==> src/ssoc_pkg.sv <==
// Shared types and constants for the sonar smoother / obstacle check unit.
// No dependencies; imported by every module of the block.
`default_nettype none
package ssoc_pkg;

    // field widths
    localparam int COUNT_W   = 16;
    localparam int SCALED_W  = COUNT_W + 1;   // doubled count, no wrap
    localparam int CM_W      = SCALED_W;      // distance before 12-bit trim
    localparam int DIST_W    = 12;
    localparam int CHAN_W    = 2;
    localparam int MOTION_W  = 2;
    localparam int ACTION_W  = 2;
    localparam int CFG_IDX_W = 2;

    // stream widths, padded to whole bytes
    localparam int S_TDATA_W = 24;
    localparam int M_TDATA_W = 16;

    // reciprocal multiply widths: magic constant needs one bit over the dividend
    localparam int MAGIC_W   = SCALED_W + 1;
    localparam int PROD_W    = SCALED_W + MAGIC_W;
    localparam int SQ_MAG_W  = DIST_W + 1;
    localparam int SQ_PROD_W = DIST_W + SQ_MAG_W;

    // parameter defaults
    localparam int SMOOTH_DEPTH_DEF  = 3;
    localparam int PULSE_DIVISOR_DEF = 58;
    localparam int NUM_CH            = 3;

    // channel codes
    localparam logic [CHAN_W-1:0] CH_FRONT  = 2'd0;
    localparam logic [CHAN_W-1:0] CH_RIGHT  = 2'd1;
    localparam logic [CHAN_W-1:0] CH_LEFT   = 2'd2;
    localparam logic [CHAN_W-1:0] CH_UNUSED = 2'd3;

    // motion codes
    localparam logic [MOTION_W-1:0] MOT_STILL = 2'd0;
    localparam logic [MOTION_W-1:0] MOT_LEFT  = 2'd1;
    localparam logic [MOTION_W-1:0] MOT_RIGHT = 2'd2;
    localparam logic [MOTION_W-1:0] MOT_FWD   = 2'd3;

    // action codes
    localparam logic [ACTION_W-1:0] ACT_NONE        = 2'd0;
    localparam logic [ACTION_W-1:0] ACT_EVADE_RIGHT = 2'd1;
    localparam logic [ACTION_W-1:0] ACT_EVADE_LEFT  = 2'd2;
    localparam logic [ACTION_W-1:0] ACT_STOP        = 2'd3;

    // configuration register indexes and reset values
    localparam logic [CFG_IDX_W-1:0] CFG_SIDE_LIMIT  = 2'd0;
    localparam logic [CFG_IDX_W-1:0] CFG_FRONT_LIMIT = 2'd1;
    localparam logic [DIST_W-1:0]    SIDE_LIMIT_RST  = 12'd24;
    localparam logic [DIST_W-1:0]    FRONT_LIMIT_RST = 12'd20;

    // capture after the input register: distance and its share of the average
    typedef struct packed {
        logic [CHAN_W-1:0]   channel;
        logic [MOTION_W-1:0] motion;
        logic [CM_W-1:0]     cm;
        logic [DIST_W-1:0]   new_q;
    } ssoc_item_t;

    typedef struct packed {
        logic [DIST_W-1:0] side;
        logic [DIST_W-1:0] front;
    } ssoc_limits_t;

endpackage
`default_nettype wire

==> src/ssoc_in_stage.sv <==
// Input register: converts the pulse count to centimetres and to the
// per-capture share of the average. Depends on ssoc_pkg.
`default_nettype none
module ssoc_in_stage #(
    parameter int PULSE_DIVISOR = 58,
    parameter int SMOOTH_DEPTH  = 3
) (
    input  wire logic                            aclk,
    input  wire logic                            aresetn,
    input  wire logic                            in_valid,
    output logic                                 in_ready,
    input  wire logic [ssoc_pkg::CHAN_W-1:0]     in_channel,
    input  wire logic [ssoc_pkg::COUNT_W-1:0]    in_count,
    input  wire logic [ssoc_pkg::MOTION_W-1:0]   in_motion,
    output logic                                 item_valid,
    output ssoc_pkg::ssoc_item_t                 item,
    input  wire logic                            item_take
);
    import ssoc_pkg::*;

    // floor(x/d) = (x * ceil(2^(N+l)/d)) >> (N+l), exact for any N-bit x
    localparam int          CmShift  = SCALED_W + $clog2(PULSE_DIVISOR);
    localparam logic [63:0] CmMagic  = ((64'd1 << CmShift) + 64'(PULSE_DIVISOR) - 64'd1)
                                       / 64'(PULSE_DIVISOR);
    localparam int          QDiv     = PULSE_DIVISOR * SMOOTH_DEPTH;
    localparam int          QShift   = SCALED_W + $clog2(QDiv);
    localparam logic [63:0] QMagic   = ((64'd1 << QShift) + 64'(QDiv) - 64'd1) / 64'(QDiv);

    logic [SCALED_W-1:0] scaled;
    logic [PROD_W-1:0]   cm_prod;
    logic [PROD_W-1:0]   q_prod;
    logic                vld_reg;
    ssoc_item_t          item_reg;
    ssoc_item_t          item_next;
    logic                accept;

    assign scaled  = {in_count, 1'b0};
    assign cm_prod = PROD_W'(scaled) * PROD_W'(CmMagic[MAGIC_W-1:0]);
    // floor(floor(x/d)/n) == floor(x/(d*n))
    assign q_prod  = PROD_W'(scaled) * PROD_W'(QMagic[MAGIC_W-1:0]);

    always_comb begin
        item_next.channel = in_channel;
        item_next.motion  = in_motion;
        item_next.cm      = CM_W'(cm_prod >> CmShift);
        item_next.new_q   = DIST_W'(q_prod >> QShift);
    end

    assign in_ready   = !vld_reg || item_take;
    assign accept     = in_valid && in_ready;
    assign item_valid = vld_reg;
    assign item       = item_reg;

    always_ff @(posedge aclk) begin
        if (!aresetn) begin
            vld_reg <= 1'b0;
        end else if (accept) begin
            // unused channel code is dropped here: no state change, no result
            vld_reg <= (in_channel != CH_UNUSED);
        end else if (item_take) begin
            vld_reg <= 1'b0;
        end
    end

    always_ff @(posedge aclk) begin
        if (accept) begin
            item_reg <= item_next;
        end
    end

endmodule
`default_nettype wire

==> src/ssoc_smooth_core.sv <==
// Per-channel history lines, running averages, obstacle decision and result
// register. Depends on ssoc_pkg.
`default_nettype none
module ssoc_smooth_core #(
    parameter int SMOOTH_DEPTH = 3
) (
    input  wire logic                            aclk,
    input  wire logic                            aresetn,
    input  wire logic                            item_valid,
    input  wire ssoc_pkg::ssoc_item_t            item,
    output logic                                 item_take,
    input  wire ssoc_pkg::ssoc_limits_t          limits,
    output logic                                 res_valid,
    input  wire logic                            res_ready,
    output logic [ssoc_pkg::CHAN_W-1:0]          res_channel,
    output logic [ssoc_pkg::DIST_W-1:0]          res_smoothed,
    output logic [ssoc_pkg::ACTION_W-1:0]        res_action
);
    import ssoc_pkg::*;

    localparam int          SqShift = DIST_W + $clog2(SMOOTH_DEPTH);
    localparam logic [63:0] SqMagic = ((64'd1 << SqShift) + 64'(SMOOTH_DEPTH) - 64'd1)
                                      / 64'(SMOOTH_DEPTH);

    // each line holds the stored distances already divided by the depth;
    // the oldest sits at the far tap
    logic [DIST_W-1:0] line_reg [NUM_CH][SMOOTH_DEPTH];
    logic [DIST_W-1:0] avg_reg  [NUM_CH];
    logic [DIST_W-1:0] avg_view [NUM_CH];

    logic [SQ_PROD_W-1:0] sq_prod;
    logic [DIST_W-1:0]    stored_q;
    logic [DIST_W-1:0]    old_q;
    logic [DIST_W-1:0]    avg_new;
    logic [ACTION_W-1:0]  action;

    logic                 vld_reg;
    logic [CHAN_W-1:0]    ch_reg;
    logic [DIST_W-1:0]    smooth_reg;
    logic [ACTION_W-1:0]  act_reg;

    assign item_take = item_valid && (!vld_reg || res_ready);

    // history keeps the distance trimmed to 12 bits
    assign sq_prod  = SQ_PROD_W'(item.cm[DIST_W-1:0]) * SQ_PROD_W'(SqMagic[SQ_MAG_W-1:0]);
    assign stored_q = DIST_W'(sq_prod >> SqShift);
    assign old_q    = line_reg[item.channel][SMOOTH_DEPTH-1];
    assign avg_new  = avg_reg[item.channel] - old_q + item.new_q;

    always_comb begin
        for (int c = 0; c < NUM_CH; c++) begin
            avg_view[c] = (CHAN_W'(c) == item.channel) ? avg_new : avg_reg[c];
        end
    end

    always_comb begin
        unique case (item.motion)
            MOT_STILL: action = ACT_NONE;
            MOT_LEFT:  action = (avg_view[CH_RIGHT] <= limits.side) ? ACT_EVADE_RIGHT
                                                                    : ACT_NONE;
            MOT_RIGHT: action = (avg_view[CH_LEFT] <= limits.side) ? ACT_EVADE_LEFT
                                                                   : ACT_NONE;
            MOT_FWD:   action = (avg_view[CH_FRONT] <= limits.front) ? ACT_STOP
                                                                     : ACT_NONE;
            default:   action = ACT_NONE;
        endcase
    end

    always_ff @(posedge aclk) begin
        if (!aresetn) begin
            for (int c = 0; c < NUM_CH; c++) begin
                avg_reg[c] <= '0;
                for (int k = 0; k < SMOOTH_DEPTH; k++) begin
                    line_reg[c][k] <= '0;
                end
            end
        end else if (item_take) begin
            for (int c = 0; c < NUM_CH; c++) begin
                if (CHAN_W'(c) == item.channel) begin
                    avg_reg[c]     <= avg_new;
                    line_reg[c][0] <= stored_q;
                    for (int k = 1; k < SMOOTH_DEPTH; k++) begin
                        line_reg[c][k] <= line_reg[c][k-1];
                    end
                end
            end
        end
    end

    always_ff @(posedge aclk) begin
        if (!aresetn) begin
            vld_reg <= 1'b0;
        end else if (item_take) begin
            vld_reg <= 1'b1;
        end else if (res_ready) begin
            vld_reg <= 1'b0;
        end
    end

    always_ff @(posedge aclk) begin
        if (item_take) begin
            ch_reg     <= item.channel;
            smooth_reg <= avg_new;
            act_reg    <= action;
        end
    end

    assign res_valid    = vld_reg;
    assign res_channel  = ch_reg;
    assign res_smoothed = smooth_reg;
    assign res_action   = act_reg;

endmodule
`default_nettype wire

==> src/sonar_smoother_obstacle_check_unit.sv <==
// m_tvalid rises once an input transaction has passed the input register, then the
// result register; one capture accepted per cycle while m_tready does not hold a result,
// set by the single average-update stage.
// Captures on the unused channel code give no result.
// Reset (aresetn low, synchronous) zeroes all averages and histories and
// loads the side and front limits with 24 and 20 cm.
// Depends on ssoc_pkg, ssoc_in_stage and ssoc_smooth_core.
`default_nettype none
module sonar_smoother_obstacle_check_unit #(
    parameter int SMOOTH_DEPTH  = ssoc_pkg::SMOOTH_DEPTH_DEF,
    parameter int PULSE_DIVISOR = ssoc_pkg::PULSE_DIVISOR_DEF
) (
    input  wire logic                               aclk,
    input  wire logic                               aresetn,
    // capture stream
    input  wire logic                               s_tvalid,
    output logic                                    s_tready,
    input  wire logic [ssoc_pkg::S_TDATA_W-1:0]     s_tdata,  // [15:0] pulse_count, [17:16] motion
    input  wire logic [ssoc_pkg::CHAN_W-1:0]        s_tuser,  // [1:0] sensor_channel
    // result stream
    output logic                                    m_tvalid,
    input  wire logic                               m_tready,
    output logic [ssoc_pkg::M_TDATA_W-1:0]          m_tdata,  // [11:0] smoothed_cm, [13:12] evade_action
    output logic [ssoc_pkg::CHAN_W-1:0]             m_tuser,  // [1:0] result_channel
    // register writes
    input  wire logic                               cfg_valid,
    output logic                                    cfg_ready,
    input  wire logic [ssoc_pkg::CFG_IDX_W-1:0]     cfg_addr,
    input  wire logic [ssoc_pkg::DIST_W-1:0]        cfg_wdata
);
    import ssoc_pkg::*;

    ssoc_limits_t        limits_reg;
    ssoc_item_t          item;
    logic                item_valid;
    logic                item_take;
    logic [DIST_W-1:0]   res_smoothed;
    logic [ACTION_W-1:0] res_action;

    assign cfg_ready = 1'b1;

    always_ff @(posedge aclk) begin
        if (!aresetn) begin
            limits_reg.side  <= SIDE_LIMIT_RST;
            limits_reg.front <= FRONT_LIMIT_RST;
        end else if (cfg_valid) begin
            unique case (cfg_addr)
                CFG_SIDE_LIMIT:  limits_reg.side  <= cfg_wdata;
                CFG_FRONT_LIMIT: limits_reg.front <= cfg_wdata;
                default: ;
            endcase
        end
    end

    ssoc_in_stage #(
        .PULSE_DIVISOR (PULSE_DIVISOR),
        .SMOOTH_DEPTH  (SMOOTH_DEPTH)
    ) u_in_stage (
        .aclk       (aclk),
        .aresetn    (aresetn),
        .in_valid   (s_tvalid),
        .in_ready   (s_tready),
        .in_channel (s_tuser),
        .in_count   (s_tdata[COUNT_W-1:0]),
        .in_motion  (s_tdata[COUNT_W +: MOTION_W]),
        .item_valid (item_valid),
        .item       (item),
        .item_take  (item_take)
    );

    ssoc_smooth_core #(
        .SMOOTH_DEPTH (SMOOTH_DEPTH)
    ) u_smooth_core (
        .aclk         (aclk),
        .aresetn      (aresetn),
        .item_valid   (item_valid),
        .item         (item),
        .item_take    (item_take),
        .limits       (limits_reg),
        .res_valid    (m_tvalid),
        .res_ready    (m_tready),
        .res_channel  (m_tuser),
        .res_smoothed (res_smoothed),
        .res_action   (res_action)
    );

    assign m_tdata = {{(M_TDATA_W - DIST_W - ACTION_W){1'b0}}, res_action, res_smoothed};

endmodule
`default_nettype wire
==> config.mk <==
export PLATFORM = sky130hd
export DESIGN_NAME = sonar_smoother_obstacle_check_unit
export DESIGN_NICKNAME = d
export VERILOG_FILES = /design/src/ssoc_pkg.sv /design/src/ssoc_in_stage.sv /design/src/ssoc_smooth_core.sv /design/src/sonar_smoother_obstacle_check_unit.sv
export SDC_FILE = /design/constraint.sdc
export NUM_CORES = 1
export LEC_CHECK = 0
export ABC_CLOCK_PERIOD_IN_PS = 17980
export BUFFER_PORTS_ARGS = -buffer_cell sky130_fd_sc_hd__buf_2
export CAP_MARGIN = 20
export CORE_MARGIN = 2
export CORE_UTILIZATION = 50
export CTS_BUF_LIST = sky130_fd_sc_hd__clkbuf_8
export CTS_CLUSTER_DIAMETER = 40
export CTS_CLUSTER_SIZE = 24
export DETAILED_ROUTE_END_ITERATION = 10
export PLACE_DENSITY_LB_ADDON = 0.1
export SLEW_MARGIN = 15
export SYNTH_ARGS = -nofsm -noshare
export SYNTH_HDL_FRONTEND = slang
export SYNTH_SLANG_ARGS = --single-unit
==> constraint.sdc <==
create_clock -name aclk -period 17.98 [get_ports aclk]
set_input_delay 5.394 -clock aclk [delete_from_list [all_inputs] [get_ports aclk]]
set_output_delay 5.394 -clock aclk [all_outputs]
set_load 0.005 [all_outputs]
* After elaboration in Yosys (flattened, before gate mapping) *
Memories as Yosys holds them, arrays and structs flattened. A register that Yosys moved wholly into a read port is not among the register bits.
Cells that the tools add are included.

storage, ports and cells
  bits in registers = 68
  memories kept = 2
  input bits = 45
  output and inout bits = 21
  bits in writable memories = 141

memories
  name                    words  bits a word  read ports  clocked after memory_dff  wr ports  line                    text
  u_smooth_core.line_reg  3      35           4           1                         3         ssoc_smooth_core.sv:27  logic [DIST_W-1:0] line_reg [NUM_CH][SMOOTH_DEPTH];
  u_smooth_core.avg_reg   3      12           4           1                         3         ssoc_smooth_core.sv:28  logic [DIST_W-1:0] avg_reg [NUM_CH];

cells by class
  $lt $le $gt $ge = 3
  muxes and demuxes = 38
  add/subtract/negate cells = 2
  reductions and logical operators = 13
  bitwise logic cells = 12
  $mul = 3
  equal/unequal tests = 7

operators with widths
  kind                    number
  $mux 12                 12
  $le 12x12->1            3
  $mul 16x17->33 const B  1
  $mux 11                 3
  $mul 16x15->31 const B  1
  $mul 12x12->24 const B  1
  $mux 1                  18
  $add 12x10->12          1
  $or 1x1->1              12
  $sub 12x12->12          1
  $mux 2                  4
  $pmux 2 s4              1
  $logic_not 2->1         3
  $eq 2x1->1 const B      2
  $eq 2x2->1 const B      2
  $reduce_and 2->1        2
  $reduce_bool 2->1       2
  $eq 1x2->1 const A      1
  $eq 2x2->1 const A      1
  $logic_and 1x1->1       2
  $logic_not 1->1         2
  $logic_or 1x1->1        2
  $ne 2x2->1 const B      1

* Depth between registers and ports, before layout *
  word-level depth = 7
  depth in mapped cells = 23
  mapped depth without buffers = 22

* Hierarchy *
A second synthesis with hierarchy kept.

unflattened totals
  cells, all modules = 2015
  area total of the unflattened synthesis = 20973.9 µm²

modules (own cells, without submodules)
  module                              cells an instance  area each (µm²)  seq. area each (µm²)  instances
  ssoc_smooth_core                    989                10601.4          4554.4                1
  ssoc_in_stage                       927                9392.8           800.8                 1
  sonar_smoother_obstacle_check_unit  99                 979.7            480.5                 1

* Worst setup path after synthesis *
OpenSTA, ideal clock, no wires.

  path kind = input to output
  start point = input m_tready
  end point = output s_tready
  path slack = 6.948 ns
  data arrival time = 5.638 ns
  path buffers = 0
  cell stages on the path = 2
  cell sequence = nor2b_1 > nand2_1

between the ends
  longest elaborated chain between the ends = 3

ends and longest elaborated chain
  element            line                                      text
  from (decl)        sonar_smoother_obstacle_check_unit.sv:22  input wire logic m_tready,
  $logic_or 1x1->1   ssoc_smooth_core.sv:42                    assign item_take = item_valid && (!vld_reg || res_ready);
  $logic_and 1x1->1  ssoc_smooth_core.sv:42
  $logic_or 1x1->1   ssoc_in_stage.sv:49                       assign in_ready = !vld_reg || item_take;
  to (decl)          sonar_smoother_obstacle_check_unit.sv:17  output logic s_tready,

No other way between the ends.

* Worst setup path after layout *
Same ends and word-level chain as after synthesis.

==> results.md <==
* Synth cell types at 56
* Setup TNS at 0 ps
* Dpl cells at about 2,600
* Vias in the first global route at ~14,000
* Most frequent cells in the layout: inv_1, ha_1, fa_1
* PortBufs at 56
* GR Util All Layers at around a fifth
* Commonest non-fill, non-tap cell in the layout: inv_1
* Routed length on met2 at approximately 21,000 um
* Hold path cells at 2
* Syn_area_per_cell at between 10 and 15 um^2
* Post-cts sizing count at 0
* Final ANT Viol Nets at 0
* Detailed router's first-iteration violation count at ~580
* Share of cells above drive strength 1 at 7.14%
* Ys Warns at 0
* Num CTS Buffers at 38
* TritonRoute pass-1 iters at 5
* Gate Count Post-Synth at a little over 2,000
* Via count at ~14,000
* Slew of the pin with the lowest slew margin at roughly 950 ps
* Clock Skew at between 50 and 60 ps
* Worst rel slew slack at a little over a third
* Num rows at 74
* Wl on met1 at 19,200 um
* Ys flop type: edfxtp_1
* Clock sink count at about 210
* Clock latency on the worst-skew pair at slightly below 600 ps
* Estimated wirelength of the detail-placed design at 34,200 um
* Clock transition at the registers of the reported paths at about 50 ps
* Synth-to-layout area growth at 8.22%
* CTS H-tree depth at 2
* Die ar. at between 40,000 and 50,000 um^2
* Uppermost layer routed: met4
* Count of pins over their slew limit at 0
* Ports at 66
* Ys async rst share at 0%
* Status: completed
* Critical path arrival at roughly 5900 ps
* Met3 WL at 1350 um
* Pin count of the biggest net entering global routing at between 40 and 50
* Critical path class: in2out
* CTS Root Buffer Type: clkbuf_8
* Hold_ws at approximately 470 ps
* Routed Wire Length at 43,100 um
* Sequential-to-total area share from yosys stat at between 20% and 30%
* Startpoint type of the worst setup path: input port
* Crit path max fanout at 3
* Final period util at ~63%
* Layout Nets at 2,706
* Max_cap viols at 0
* # hold bufs at CTS at 0
* # setup viols final at 0
* Worst-case clock buffer depth at 3
* GR Overflow Total at 0
* First-pass GRT wire length at 72,100 um
* Setup bufs post-CTS at 0
* RSZ-0062 raised after global routing: no
* Initial antenna violation count at 0
* CTS tree: done
* Core Util, Final at 55.0%
* DR WL/cell at roughly 16 um
* Fin crit period at between 10,000 and 15,000 ps
* Hold Fails Final Rpt at 0
* Setup crit end kind: output port
* CORE AREA at ~40,000 um^2
* Post-synth EDFFs at roughly 180
* Max FFs per register at 99
* Die height at ~210 um
* Vias/cell at roughly 5
* Final non-filler cell total at ~2,600
* Die Wd at 208 um
* Initial Util at 50.8%
* Hold WC Path Type: reg2reg
* RD Place Congestion at 0.855
* FMAX at just under 90 MHz
* DRC viols at 0
* Req. time, crit path at 12,590 ps
* Register bit total from synthesis at between 200 and 250
* R2r worst-path depth at 17
* Post-Syn Area at approximately 21,000 um^2
==> critical path, stage by stage <==
cell and delay [ps]:
buf_2 90, nor2b_1 170, nand2_1 110, buf_2 140
==> routing by layer <==
| metal | vias up | global-route usage (%) |
|---|---|---|
| li1 | 6804 | - |
| met1 | 6526 | 26.6 |
| met2 | 197 | 36.6 |
| met3 | 69 | 3.02 |
| met4 | 0 | 6.48 |
| met5 | - | 0 |
==> kinds of logic after synthesis <==
logic type,share of synthesized area [%]
AOI/OAI and AO/OA,8.33
xor gates and xnor gates,1.14
adders and majority gates,42.2
buffers and inverters,9.18
DFF,28.2
muxes,1.41
other,0.0361
and+or+nand+nor,9.48
==> through the flow <==
stage / setup WS (ps) / cell area [um^2]
6_report: 6690 / 22500
3_5_place_dp: 6590 / 21700
4_1_cts: 6680 / 22500
5_1_grt: 6620 / 22500
2_1_floorplan: 6950 / 20800
3_3_place_gp: 6570 / 21700
==> area by class of cell <==
cell class	count	area (um^2)
Fill cell	3694	18400
Multi-Input combinational cell	1307	13100
Sequential cell	205	5880
Inverter	465	1750
Tap cell	532	666
Clock buffer	39	537
Timing Repair Buffer	68	370
Clock inverter	30	255
Antenna cell	1	2.50
==> final timing paths <==
path	from	to	slack [ps]
hold / removal	limits_reg[14]	limits_reg[14]	470
setup reg to reg	u_in_stage.item[16]	u_smooth_core.line_reg[1][34]	12620
setup / recovery	m_tready	s_tready	6690
hold reg to reg	limits_reg[14]	limits_reg[14]	470
==> Yosys cell counts (3+ instances only) <==
| cell type | n | share of area, % |
|---|---|---|
| a211oi_1 | 7 | 0.25 |
| mux2i_1 | 27 | 1.3 |
| nand3_1 | 26 | 0.63 |
| xnor2_1 | 16 | 0.67 |
| fa_1 | 209 | 20 |
| or3_1 | 6 | 0.18 |
| edfxtp_1 | 177 | 26 |
| o21a_1 | 10 | 0.36 |
| o311a_1 | 3 | 0.14 |
| clkbuf_1 | 34 | 0.61 |
| nand2b_1 | 12 | 0.36 |
| a221oi_1 | 3 | 0.13 |
| a21oi_1 | 67 | 1.6 |
| buf_4 | 3 | 0.11 |
| nor3b_1 | 15 | 0.54 |
| inv_1 | 465 | 8.4 |
| nor2_1 | 71 | 1.3 |
| buf_1 | 4 | 0.072 |
| nand2_1 | 121 | 2.2 |
| dfxtp_1 | 28 | 2.7 |
| a31oi_1 | 7 | 0.21 |
| a21o_1 | 30 | 1.1 |
| a211o_1 | 9 | 0.38 |
| nand4_1 | 17 | 0.51 |
| a21boi_0 | 23 | 0.83 |
| nor2b_1 | 8 | 0.24 |
| and2_1 | 69 | 2.1 |
| o31ai_1 | 5 | 0.18 |
| o211ai_1 | 13 | 0.47 |
| ha_1 | 367 | 22 |
| or2_2 | 10 | 0.30 |
| and4_1 | 3 | 0.13 |
| and3_1 | 3 | 0.090 |
| xor2_1 | 11 | 0.46 |
| nor3_1 | 24 | 0.58 |
| o21ai_0 | 84 | 2.0 |
Power is not shown: default switching activity piles up to over one toggle a cycle in this logic, so the estimate is an artifact.
